<file path="src/rtl/c2bd_pkg.sv">
// c2bd_pkg: shared constants, pipeline word type and arctangent table for
// the bearing/distance pipeline. No dependencies.
package c2bd_pkg;

   localparam int COORD_WIDTH     = 16;
   localparam int CORDIC_STAGES   = 16;
   localparam int ANGLE_FRAC_BITS = 6;

   localparam int ACC_FRAC    = 20;
   localparam int GUARD_BITS  = 60 - COORD_WIDTH;
   localparam int UV_W        = COORD_WIDTH + GUARD_BITS + 3;
   localparam int Z_W         = ACC_FRAC + 11;
   localparam int SQ_W        = 2 * COORD_WIDTH;
   localparam int SQRT_STEPS  = COORD_WIDTH;
   localparam int NUM_CELLS   = (CORDIC_STAGES > SQRT_STEPS) ? CORDIC_STAGES : SQRT_STEPS;
   localparam int IDX_W       = $clog2(NUM_CELLS);
   localparam int ATAN_IDX_W  = 5;
   localparam int DIST_W      = 16;
   localparam int BEARING_W   = 16;
   localparam int ANGLE_SHIFT = ACC_FRAC - ANGLE_FRAC_BITS;
   localparam int LATENCY     = NUM_CELLS + 3;

   localparam logic signed [Z_W-1:0] Z_HALF_TURN = Z_W'(180) << ACC_FRAC;
   localparam logic signed [Z_W-1:0] Z_ROUND     = Z_W'(1) << (ANGLE_SHIFT - 1);

   localparam logic [BEARING_W-1:0] BEAR_EAST  = BEARING_W'(90 * (2 ** ANGLE_FRAC_BITS));
   localparam logic [BEARING_W-1:0] BEAR_WEST  = BEARING_W'(-(90 * (2 ** ANGLE_FRAC_BITS)));
   localparam logic [BEARING_W-1:0] BEAR_SOUTH = BEARING_W'(180 * (2 ** ANGLE_FRAC_BITS));

   typedef struct packed {
      logic origin;
      logic y_zero;
      logic x_zero;
      logic x_pos;
      logic y_pos;
   } flags_type;

   typedef struct packed {
      flags_type               flags;
      logic signed [UV_W-1:0]  u;
      logic signed [UV_W-1:0]  v;
      logic signed [Z_W-1:0]   z;
      logic [SQ_W-1:0]         rem;
      logic [SQ_W-1:0]         root;
   } cell_data_type;

   // atan(2^-i) in degrees, 20 fraction bits
   function automatic logic signed [Z_W-1:0] atan_q(input logic [ATAN_IDX_W-1:0] idx);
      logic signed [Z_W-1:0] val;
      case (idx)
         5'd0:    val = Z_W'(47185920);
         5'd1:    val = Z_W'(27855475);
         5'd2:    val = Z_W'(14718068);
         5'd3:    val = Z_W'(7471121);
         5'd4:    val = Z_W'(3750058);
         5'd5:    val = Z_W'(1876857);
         5'd6:    val = Z_W'(938658);
         5'd7:    val = Z_W'(469357);
         5'd8:    val = Z_W'(234682);
         5'd9:    val = Z_W'(117342);
         5'd10:   val = Z_W'(58671);
         5'd11:   val = Z_W'(29335);
         5'd12:   val = Z_W'(14668);
         5'd13:   val = Z_W'(7334);
         5'd14:   val = Z_W'(3667);
         5'd15:   val = Z_W'(1833);
         5'd16:   val = Z_W'(917);
         5'd17:   val = Z_W'(458);
         5'd18:   val = Z_W'(229);
         5'd19:   val = Z_W'(115);
         5'd20:   val = Z_W'(57);
         5'd21:   val = Z_W'(29);
         5'd22:   val = Z_W'(14);
         5'd23:   val = Z_W'(7);
         5'd24:   val = Z_W'(4);
         5'd25:   val = Z_W'(2);
         5'd26:   val = Z_W'(1);
         default: val = '0;
      endcase
      return val;
   endfunction

endpackage

</file>
<file path="src/rtl/c2bd_back.sv">
// c2bd_back: rounds angle and root, applies axis and origin cases and holds
// the result word. Depends on c2bd_pkg.
module c2bd_back
   import c2bd_pkg::*;
(
   input  logic                  clock,
   input  logic                  reset,
   input  logic                  in_valid,
   input  cell_data_type         in_data,
   output logic                  out_valid,
   output logic [DIST_W-1:0]     dist_mag,
   output logic [BEARING_W-1:0]  bearing_deg,
   output logic                  at_origin
);

   logic signed [Z_W-1:0]   round_z;
   logic signed [Z_W-1:0]   scaled_z;
   logic [SQ_W-1:0]         dist_full;
   logic [BEARING_W-1:0]    bearing_in;

   logic                    valid_ff;
   logic [DIST_W-1:0]       dist_ff;
   logic [BEARING_W-1:0]    bearing_ff;
   logic                    origin_ff;

   assign round_z   = in_data.z + Z_ROUND;
   assign scaled_z  = round_z >>> ANGLE_SHIFT;
   assign dist_full = in_data.root + SQ_W'(in_data.rem > in_data.root);

   always_comb begin
      if (in_data.flags.origin) begin
         bearing_in = '0;
      end else if (in_data.flags.y_zero) begin
         bearing_in = in_data.flags.x_pos ? BEAR_EAST : BEAR_WEST;
      end else if (in_data.flags.x_zero) begin
         bearing_in = in_data.flags.y_pos ? '0 : BEAR_SOUTH;
      end else begin
         bearing_in = scaled_z[BEARING_W-1:0];
      end
   end

   always_ff @(posedge clock) begin
      if (reset) begin
         valid_ff <= 1'b0;
      end else begin
         valid_ff <= in_valid;
      end
   end

   always_ff @(posedge clock) begin
      dist_ff    <= dist_full[DIST_W-1:0];
      bearing_ff <= bearing_in;
      origin_ff  <= in_data.flags.origin;
   end

   assign out_valid   = valid_ff;
   assign dist_mag    = dist_ff;
   assign bearing_deg = bearing_ff;
   assign at_origin   = origin_ff;

endmodule

</file>
<file path="config.mk">
export PLATFORM = sky130hd
export DESIGN_NAME = c2bd_back
export DESIGN_NICKNAME = d
export VERILOG_FILES = /design/src/rtl/c2bd_pkg.sv /design/src/rtl/c2bd_back.sv
export SDC_FILE = /design/constraint.sdc
export NUM_CORES = 1
export LEC_CHECK = 0
export BUFFER_PORTS_ARGS = -buffer_cell sky130_fd_sc_hd__buf_2
export CAP_MARGIN = 20
export CORE_AREA = 2 2 103 105
export CTS_CLUSTER_DIAMETER = 200
export DETAILED_ROUTE_END_ITERATION = 10
export DIE_AREA = 0 0 105 107
export SYNTH_ARGS = -nofsm -noshare
export SYNTH_HDL_FRONTEND = slang
export SYNTH_SLANG_ARGS = --single-unit
</file>
<file path="constraint.sdc">
create_clock -name clock -period 3.16 [get_ports clock]
set_input_delay 0.474 -clock clock [delete_from_list [all_inputs] [get_ports clock]]
set_output_delay 0.474 -clock clock [all_outputs]
set_load 0.005 [all_outputs]
</file>
==> impl_metrics.csv <==
group,metric,value,unit
outcome,status,"complete, no violations",
final_layout,finalNonFillerCells,526,
final_layout,fillers,1107,
routing,num_vias,2209,
final_layout,drive_above_1_share,38.97,%
placed_design,numPortBuffers,122,
timing,max_freq,0.3554,GHz
yosys,synth_compound_area_share,9.994,%
floorplan,die-area,11240,um2
yosys,ys_types,39,
flow_run,maxCapViolCount,0,
global_route,grt_pass1_vias,2237,
cts,cts_hold_buf,0,
critical_path,worstPathArrival,2990,ps
critical_path,crit_path_max_fanout,3,
cts,cts_max_level,2,
yosys,syn_nets,517,
routing,drt-initial-drc-count,35,
yosys,synth_area,2216,um2
cts,cts_tree,"yes",
final_layout,final_common_cell,"buf_2",
floorplan,die_x,105,um
timing,slew_viol_final,0,
yosys,synth_top_family_by_area,"simple AND/OR/NAND/NOR gates",
final_layout,syn2layout_area_growth,41.90,%
pwr,peakVddDrop,143.8,uV
cts,cts-buffers-inserted,5,
yosys,synthMuxAreaShare,0,%
global_route,grt_usage,10.60,%
yosys,yosys.area_share.simple,21.12,%
placed_design,dp.cells,518,
yosys,ys_warn_count,0,
critical_path,critPathCaptureType,"flip-flop",
cts,cts_setup_buffers,0,
floorplan,start_util,21.96,%
routing,drt-pass1-iter-count,4,
final_layout,multi_input_area,1381,um2
routing,routed_wl,5.970,mm
cts,cts.clk_slew.worst_paths,70,ps
timing,rsz0062_at_grt,"no",
floorplan,rows,37,
yosys,synth_xor_xnor_area_share,11.46,%
cts,cts_resized,0,
timing,worstMarginPinSlew,453.2,ps
global_route,grt_pass1_wl,9.556,mm
floorplan,io_pins,263,
timing,slew_headroom,69.79,%
yosys,synth-seq-cells,34,
cts,cts_root_buf,"clkbuf_8",
final_layout,regArea,680.7,um2
pwr,cellLeakagePower,1.603,nW
yosys,syn_inst,253,
floorplan,die_h,107,um
cts,cts_sinks,34,
timing,period_share,89.05,%
routing,antenna_left,0,
worst_hold_path,hp-class,"input port to flip-flop",
timing,hold_viol,0,
global_route,grt_max_degree,15,
pwr,powerDensity,330.5,nW/um2
global_route,grt_antenna_before_repair,1,
routing,wl_per_cell,11.35,um
routing,viasPerCell,4.200,
timing,fin_crit,2814,ps
final_layout,final_cell_mix,"buf_2, inv_1, ha_1, dfxtp_1, xnor2_1",
final_layout,diodes,0,
placed_design,globalplace.congestion,0.7705,
yosys,yosysSeqAreaShare,30.72,%
yosys,synth.avg_cell_area,8.758,um2
critical_path,cp-start-kind,"input port",
final_layout,final_nets,653,
placed_design,hpwlAfterDp,5.469,mm
critical_path,worst_ep_required_time,3340,ps
cts,cts_max_path_buffers,2,
yosys,synth_adder_area_share,19.76,%
global_route,grt-ovfl-total,0,
floorplan,core_area,10090,um2
critical_path,crit_type,"input port to flip-flop",
timing,setup_viol,0,
timing,whs,338.7,ps
routing,drc,0,
==> metal layers <==
layer,GRT usage [%],vias to the layer above,share of wire (%)
met5,0,-,0.27
met4,2.571,2,0.67
met3,4.498,6,11
met2,19.48,101,47
met1,11.17,960,40
li1,-,1140,-
==> kinds of logic (layout without fill, tap and decap cells) <==
group,Yosys count,after routing
simple gates,81,81
buf+inv,39,176
fa+ha+maj,35,35
compound gates,35,35
flops,34,34
xor+xnor,29,29
==> synthesized netlist by cell type (all sizes together) <==
cell type	instances	area, um2
inv	36	135.1
ha	35	437.9
dfxtp	34	680.7
xnor2	22	192.7
nor2	16	62.56
a21oi	15	78.83
nand3	15	85.08
nand2	14	52.55
nand4	12	90.09
o21ai	10	50.05
xor2	7	61.31
and4	5	47.55
nor3	5	35.03
nor2b	4	25.02
and3	3	18.77
a21boi	2	15.01
a21o	2	15.01
a221o	2	20.02
buf	2	15.01
o31ai	2	20.02
a2111oi	1	15.01
and2	1	6.260
clkbuf	1	3.750
nand3b	1	7.510
nor4	1	6.260
nor4bb	1	10.01
o211ai	1	7.510
or2	1	6.260
or3	1	6.260
or3b	1	8.760
==> layout make-up <==
type,count,share of cell area (%)
clock inverter,1,0.1592
timing repair buffer,132,21.81
tap,136,5.412
sequential,34,21.65
inverter,36,4.298
clock buffer,7,2.746
multi-input combinational,180,43.93
==> worst paths after layout <==
check	cells past startpoint	to	from	slack, ps
max	14	dist_mag[14]	in_data[13]	350
min	2	out_valid	reset	340
==> where the power goes <==
part | switching [mW] | internal (mW)
logic | 0.123 | 0.130
clock network | 0.148 | 0.176
registers | 0.00627 | 0.456
==> state kept, by name, summed over array words and instances (netlist names) <==
register and count:
at_origin 1, bearing_deg 16, dist_mag 16, out_valid 1
==> per-stage QoR <==
step           utilization [%]  area, um2  power (mW)  TNS, ps  setup slack, ps
3_5_place_dp             30.25       3053      0.7302   -2.756           -2.756
6_report                 31.16       3144       1.039        0            345.9
4_1_cts                  31.16       3144       1.060        0            298.8
3_3_place_gp             30.25       3053      0.7210        0            10.48
2_1_floorplan                -       2216      0.5911        0            367.6
5_1_grt                  31.16       3144       1.110        0            145.6
==> worst max-delay path: stages <==
cell,delay (ps)
buf_2,100
inv_1,70
ha_1,300
nand4_1,130
nor4_1,390
a21boi_0,240
o31ai_1,90
a21oi_1,180
ha_1,220
ha_1,170
and3_1,190
nor2b_1,210
nand2_1,90
xnor2_1,130
Note: power is estimated with default switching activity, not from simulation.
