**config.mk**
```make
export PLATFORM = sky130hd
export DESIGN_NAME = c2bd_front
export DESIGN_NICKNAME = d
export VERILOG_FILES = /design/src/rtl/c2bd_pkg.sv /design/src/rtl/c2bd_front.sv
export SDC_FILE = /design/constraint.sdc
export NUM_CORES = 1
export LEC_CHECK = 0
export BUFFER_PORTS_ARGS = -buffer_cell sky130_fd_sc_hd__buf_4
export CORE_MARGIN = 8
export CORE_UTILIZATION = 30
export DETAILED_ROUTE_END_ITERATION = 6
export HOLD_SLACK_MARGIN = 0.08
export PLACE_DENSITY = 0.54
export SYNTH_ARGS = -nofsm -noshare
export SYNTH_HDL_FRONTEND = slang
export SYNTH_SLANG_ARGS = --single-unit
```
**constraint.sdc**
```tcl
create_clock -name clock -period 8.7 [get_ports clock]
set_clock_uncertainty 0.05 [all_clocks]
set_input_delay 1.74 -clock clock [delete_from_list [all_inputs] [get_ports clock]]
set_output_delay 1.74 -clock clock [all_outputs]
set_load 0.1 [all_outputs]
```
**src/rtl/c2bd_pkg.sv**
```systemverilog
// c2bd_pkg: shared constants, pipeline word type and arctangent table for
// the bearing/distance pipeline. No dependencies.
package c2bd_pkg;

   localparam int COORD_WIDTH     = 16;
   localparam int CORDIC_STAGES   = 16;
   localparam int ANGLE_FRAC_BITS = 6;

   localparam int ACC_FRAC    = 20;
   localparam int GUARD_BITS  = 60 - COORD_WIDTH;
   localparam int UV_W        = COORD_WIDTH + GUARD_BITS + 3;
   localparam int Z_W         = ACC_FRAC + 11;
   localparam int SQ_W        = 2 * COORD_WIDTH;
   localparam int SQRT_STEPS  = COORD_WIDTH;
   localparam int NUM_CELLS   = (CORDIC_STAGES > SQRT_STEPS) ? CORDIC_STAGES : SQRT_STEPS;
   localparam int IDX_W       = $clog2(NUM_CELLS);
   localparam int ATAN_IDX_W  = 5;
   localparam int DIST_W      = 16;
   localparam int BEARING_W   = 16;
   localparam int ANGLE_SHIFT = ACC_FRAC - ANGLE_FRAC_BITS;
   localparam int LATENCY     = NUM_CELLS + 3;

   localparam logic signed [Z_W-1:0] Z_HALF_TURN = Z_W'(180) << ACC_FRAC;
   localparam logic signed [Z_W-1:0] Z_ROUND     = Z_W'(1) << (ANGLE_SHIFT - 1);

   localparam logic [BEARING_W-1:0] BEAR_EAST  = BEARING_W'(90 * (2 ** ANGLE_FRAC_BITS));
   localparam logic [BEARING_W-1:0] BEAR_WEST  = BEARING_W'(-(90 * (2 ** ANGLE_FRAC_BITS)));
   localparam logic [BEARING_W-1:0] BEAR_SOUTH = BEARING_W'(180 * (2 ** ANGLE_FRAC_BITS));

   typedef struct packed {
      logic origin;
      logic y_zero;
      logic x_zero;
      logic x_pos;
      logic y_pos;
   } flags_type;

   typedef struct packed {
      flags_type               flags;
      logic signed [UV_W-1:0]  u;
      logic signed [UV_W-1:0]  v;
      logic signed [Z_W-1:0]   z;
      logic [SQ_W-1:0]         rem;
      logic [SQ_W-1:0]         root;
   } cell_data_type;

   // atan(2^-i) in degrees, 20 fraction bits
   function automatic logic signed [Z_W-1:0] atan_q(input logic [ATAN_IDX_W-1:0] idx);
      logic signed [Z_W-1:0] val;
      case (idx)
         5'd0:    val = Z_W'(47185920);
         5'd1:    val = Z_W'(27855475);
         5'd2:    val = Z_W'(14718068);
         5'd3:    val = Z_W'(7471121);
         5'd4:    val = Z_W'(3750058);
         5'd5:    val = Z_W'(1876857);
         5'd6:    val = Z_W'(938658);
         5'd7:    val = Z_W'(469357);
         5'd8:    val = Z_W'(234682);
         5'd9:    val = Z_W'(117342);
         5'd10:   val = Z_W'(58671);
         5'd11:   val = Z_W'(29335);
         5'd12:   val = Z_W'(14668);
         5'd13:   val = Z_W'(7334);
         5'd14:   val = Z_W'(3667);
         5'd15:   val = Z_W'(1833);
         5'd16:   val = Z_W'(917);
         5'd17:   val = Z_W'(458);
         5'd18:   val = Z_W'(229);
         5'd19:   val = Z_W'(115);
         5'd20:   val = Z_W'(57);
         5'd21:   val = Z_W'(29);
         5'd22:   val = Z_W'(14);
         5'd23:   val = Z_W'(7);
         5'd24:   val = Z_W'(4);
         5'd25:   val = Z_W'(2);
         5'd26:   val = Z_W'(1);
         default: val = '0;
      endcase
      return val;
   endfunction

endpackage

```
**src/rtl/c2bd_front.sv**
```systemverilog
// c2bd_front: two-stage entry of the pipeline; squares, sums and sets up the
// rotation start point. Depends on c2bd_pkg.
module c2bd_front
   import c2bd_pkg::*;
(
   input  logic                           clock,
   input  logic                           reset,
   input  logic                           in_valid,
   input  logic signed [COORD_WIDTH-1:0]  pos_x,
   input  logic signed [COORD_WIDTH-1:0]  pos_y,
   output logic                           out_valid,
   output cell_data_type                  out_data
);

   logic signed [UV_W-1:0]  x_ext;
   logic signed [UV_W-1:0]  y_ext;
   logic [COORD_WIDTH-1:0]  abs_x;
   logic [COORD_WIDTH-1:0]  abs_y;
   logic                    y_neg;
   cell_data_type           s1_data_in;
   logic [SQ_W-1:0]         sqx_in;
   logic [SQ_W-1:0]         sqy_in;

   logic                    s1_valid_ff;
   cell_data_type           s1_data_ff;
   logic [SQ_W-1:0]         s1_sqx_ff;
   logic [SQ_W-1:0]         s1_sqy_ff;
   logic                    s2_valid_ff;
   cell_data_type           s2_data_ff;
   cell_data_type           s2_data_in;

   assign x_ext = UV_W'(pos_x);
   assign y_ext = UV_W'(pos_y);
   assign y_neg = pos_y[COORD_WIDTH-1];
   assign abs_x = pos_x[COORD_WIDTH-1] ? COORD_WIDTH'(-pos_x) : COORD_WIDTH'(pos_x);
   assign abs_y = y_neg ? COORD_WIDTH'(-pos_y) : COORD_WIDTH'(pos_y);
   assign sqx_in = SQ_W'(abs_x) * SQ_W'(abs_x);
   assign sqy_in = SQ_W'(abs_y) * SQ_W'(abs_y);

   always_comb begin
      s1_data_in              = '0;
      s1_data_in.flags.origin = (pos_x == '0) && (pos_y == '0);
      s1_data_in.flags.y_zero = (pos_y == '0);
      s1_data_in.flags.x_zero = (pos_x == '0);
      s1_data_in.flags.x_pos  = !pos_x[COORD_WIDTH-1] && (pos_x != '0);
      s1_data_in.flags.y_pos  = !y_neg && (pos_y != '0);
      if (y_neg) begin
         s1_data_in.u = (-y_ext) <<< GUARD_BITS;
         s1_data_in.v = (-x_ext) <<< GUARD_BITS;
         s1_data_in.z = Z_HALF_TURN;
      end else begin
         s1_data_in.u = y_ext <<< GUARD_BITS;
         s1_data_in.v = x_ext <<< GUARD_BITS;
         s1_data_in.z = '0;
      end
   end

   always_comb begin
      s2_data_in      = s1_data_ff;
      s2_data_in.rem  = s1_sqx_ff + s1_sqy_ff;
      s2_data_in.root = '0;
   end

   always_ff @(posedge clock) begin
      if (reset) begin
         s1_valid_ff <= 1'b0;
         s2_valid_ff <= 1'b0;
      end else begin
         s1_valid_ff <= in_valid;
         s2_valid_ff <= s1_valid_ff;
      end
   end

   always_ff @(posedge clock) begin
      s1_data_ff <= s1_data_in;
      s1_sqx_ff  <= sqx_in;
      s1_sqy_ff  <= sqy_in;
      s2_data_ff <= s2_data_in;
   end

   assign out_valid = s2_valid_ff;
   assign out_data  = s2_data_ff;

endmodule

```
==> impl_results.md <==
- DR iter-0 viols: 660
- Critical path endpoint: s1_sqy_ff[28]
- DR vias: around 16,000
- Slew headroom: about half
- Ant. Diodes: 0
- Grt ovf: 0
- Antenna violations before repair: 0
- Startpoint types: primary input
- Number of flops mapped to enable cells by yosys: 0
- Post-Syn Area: between 0.02 and 0.025 mm^2
- H-tree Lvls: 4
- Critical Path Start: pos_y[4]
- TritonCTS Sinks: around 180
- CORE AREA: 0.07136 mm^2
- Vias in the first global route: roughly 17,000
- Hold Path Class: flop to flop
- Layout cells sized above 1: roughly 16%
- Post-synth top area share: around 30%
- Worst-margin pin slew: about 0.77 ns
- WHS: ~0.28 ns
- Maximum operating frequency: 118.5 MHz
- Most frequent CP cell: fa_1
- Drt drc: 0
- Worst-path clk slew: 0.08 ns
- Max Cap Viol: 0
- Dominant synthesized flop cell: dfxtp_1
- All-Layer GR Usage: a little over an eighth
- Mean Syn Cell Area: ~9.2 um^2
- Post-Syn Instances: 2,354
- CP max-delay cell: fa_1
- Worst R2R Start: s1_sqy_ff[3]
- Buffers on Ports: 114
- Maximum buffer depth of the clock tree: 2
- Row Count: 98
- Nets: 3,267
- Placer Congestion: a little under 0.9
- Post-synthesis cell type count: 74
- Period Utilization, post-route: a little over nine tenths
- Reg2Reg Capture Point: out_data[62]
- P&R area growth vs syn: 17.64%
- Post-DP HPWL: between 40 and 50 mm
- Synth area leader: fa_1
- R2R depth: 9
- RSZ-0062 raised after global routing: no
- Die area: roughly 0.081 mm^2
- Setup CP Type: primary input to flop
- Clock Latency Late Sink: ~0.48 ns
- Asr flop ratio synth: 0%
- First-pass GRT wire length: ~86 mm
- Final Hold Vio Count: 0
- Top cells by count, synth: inv_1, fa_1, ha_1
- Final wirelength: between 50 and 60 mm
- Outcome: finished, final reports clean
- Reg2Reg Setup Slack: ~5.8 ns
- Die Wd: 284.4 um
- DRT Pass-1 Iters: 5
- Area of placed instances: between 0.02 and 0.025 mm^2
- Largest net degree at the start of global routing: 23
- CTS root buffer: clkbuf_16
- Largest cells by area after synthesis: fa_1, dfxtp_1, ha_1
- CP Max Fanout: 15
- Synthesized flop and latch total: roughly 180
- Starting density of the core: about 30%
- Final Cell Area: between 0.02 and 0.03 mm^2
- Worst path required time: roughly 9.0 ns
- Synth warnings: 0
- Count leader, synth: inv_1
- Pins Over Slew Limit: 0
- Crit path capture type: flop
- Seq/Total Area, Yosys: around 17%
- Final TNS setup: 0 ns
- CP peak stage delay: around 0.55 ns
- Hold-fix buffers, CTS: 0
- Endpoints failing setup: 0
- Die Span Y: roughly 280 um
- I/O pins: approximately 260
- Final min period: roughly 8.4 ns
- Avg Vias per Cell: 4.329
- Wire length per cell: approximately 14 um
- CTS Buf Count: 17
- Final ANT Viol Nets: 0
- Critical Path AT: 8.76 ns
- CTS tree: yes
==> metal layers <==
layer | vias up | GRT usage, % | part of all wire [%]
met1 | 7751 | 16.64 | 43
met3 | 42 | 3.287 | 6.5
li1 | 7620 | - | -
met2 | 326 | 22.42 | 49
met5 | - | 0 | 0
met4 | 0 | 3.468 | 1.5
==> metrics by stage <==
step | util [%] | cells | setup slack [ns]
finish | 35.62 | 3636 | 0.2642
global route | 35.62 | 3636 | 0.01756
CTS | 35.55 | 3635 | 0.2009
detailed placement | 34.65 | 3603 | -0.3027
global placement | 34.65 | 3603 | -0.1654
floorplan | - | 2502 | -0.01165
==> worst min path at each step <==
stage | start | end | slack, ns | cells past startpoint
floorplan | s1_data_ff[140] | out_data[140] | 0.26 | 0
global placement | s1_data_ff[219] | out_data[219] | 0.26 | 0
detailed placement | s1_data_ff[209] | out_data[209] | 0.26 | 0
CTS | s1_data_ff[203] | out_data[203] | 0.28 | 0
global route | s1_data_ff[222] | out_data[222] | 0.28 | 0
finish | s1_data_ff[208] | out_data[208] | 0.28 | 0
==> final cells by class <==
type | count | area, um^2
fill | 7556 | 45950
multi-input combinational | 1612 | 15360
sequential | 182 | 3643
timing repair buffer | 352 | 2680
inverter | 508 | 1907
tap | 950 | 1189
clock buffer | 17 | 425.4
clock inverter | 15 | 215.2
==> cell usage in the layout (no fill, tap or decap), drive strengths merged, types with 85 or more instances in the layout <==
cell type / synthesis / final
nor2: 147 / 147
dfxtp: 182 / 182
fa: 327 / 327
nand2: 204 / 204
inv: 500 / 506
a21oi: 85 / 85
conb: 1 / 149
xnor2: 90 / 90
ha: 232 / 232
buf: 157 / 352
==> registers in the layout (all words and copies together), names as in the netlist <==
signal	cells
s1_valid_ff	1
s1_sqx_ff	31
out_data	76
out_valid	1
s1_data_ff	42
s1_sqy_ff	31
==> timing repair <==
item / in CTS / in global routing
endpoints found under the setup margin: 0 / 12
buffers inserted: 0 / 1
gates resized for setup: 0 / 10
==> critical path: cells and delay by family <==
kind                     cells  cell delay (ns)
XOR/XNOR                     2             0.21
AO/OA/AOI/OAI                4             0.75
AND/OR/NAND/NOR              8             2.08
buffers and inverters        7             0.66
adder cells (fa/ha/maj)      8             3.32
==> kinds of logic (layout without fill, tap and decap cells) <==
| kind of cell | count (synthesis) | after routing | share of synthesized area (%) |
|---|---|---|---|
| buf+inv | 708 | 892 | 14.97 |
| fa+ha+maj | 559 | 559 | 43.73 |
| simple gates | 502 | 502 | 10.53 |
| compound gates | 265 | 265 | 8.165 |
| flops | 182 | 182 | 16.86 |
| xor+xnor | 135 | 135 | 5.629 |
| mux | 2 | 2 | 0.09844 |
| other cells | 1 | 149 | 0.01736 |
Power is left out: the tool's default activity adds up to more than one toggle a clock period on the data nets, which glitch-free logic cannot reach.
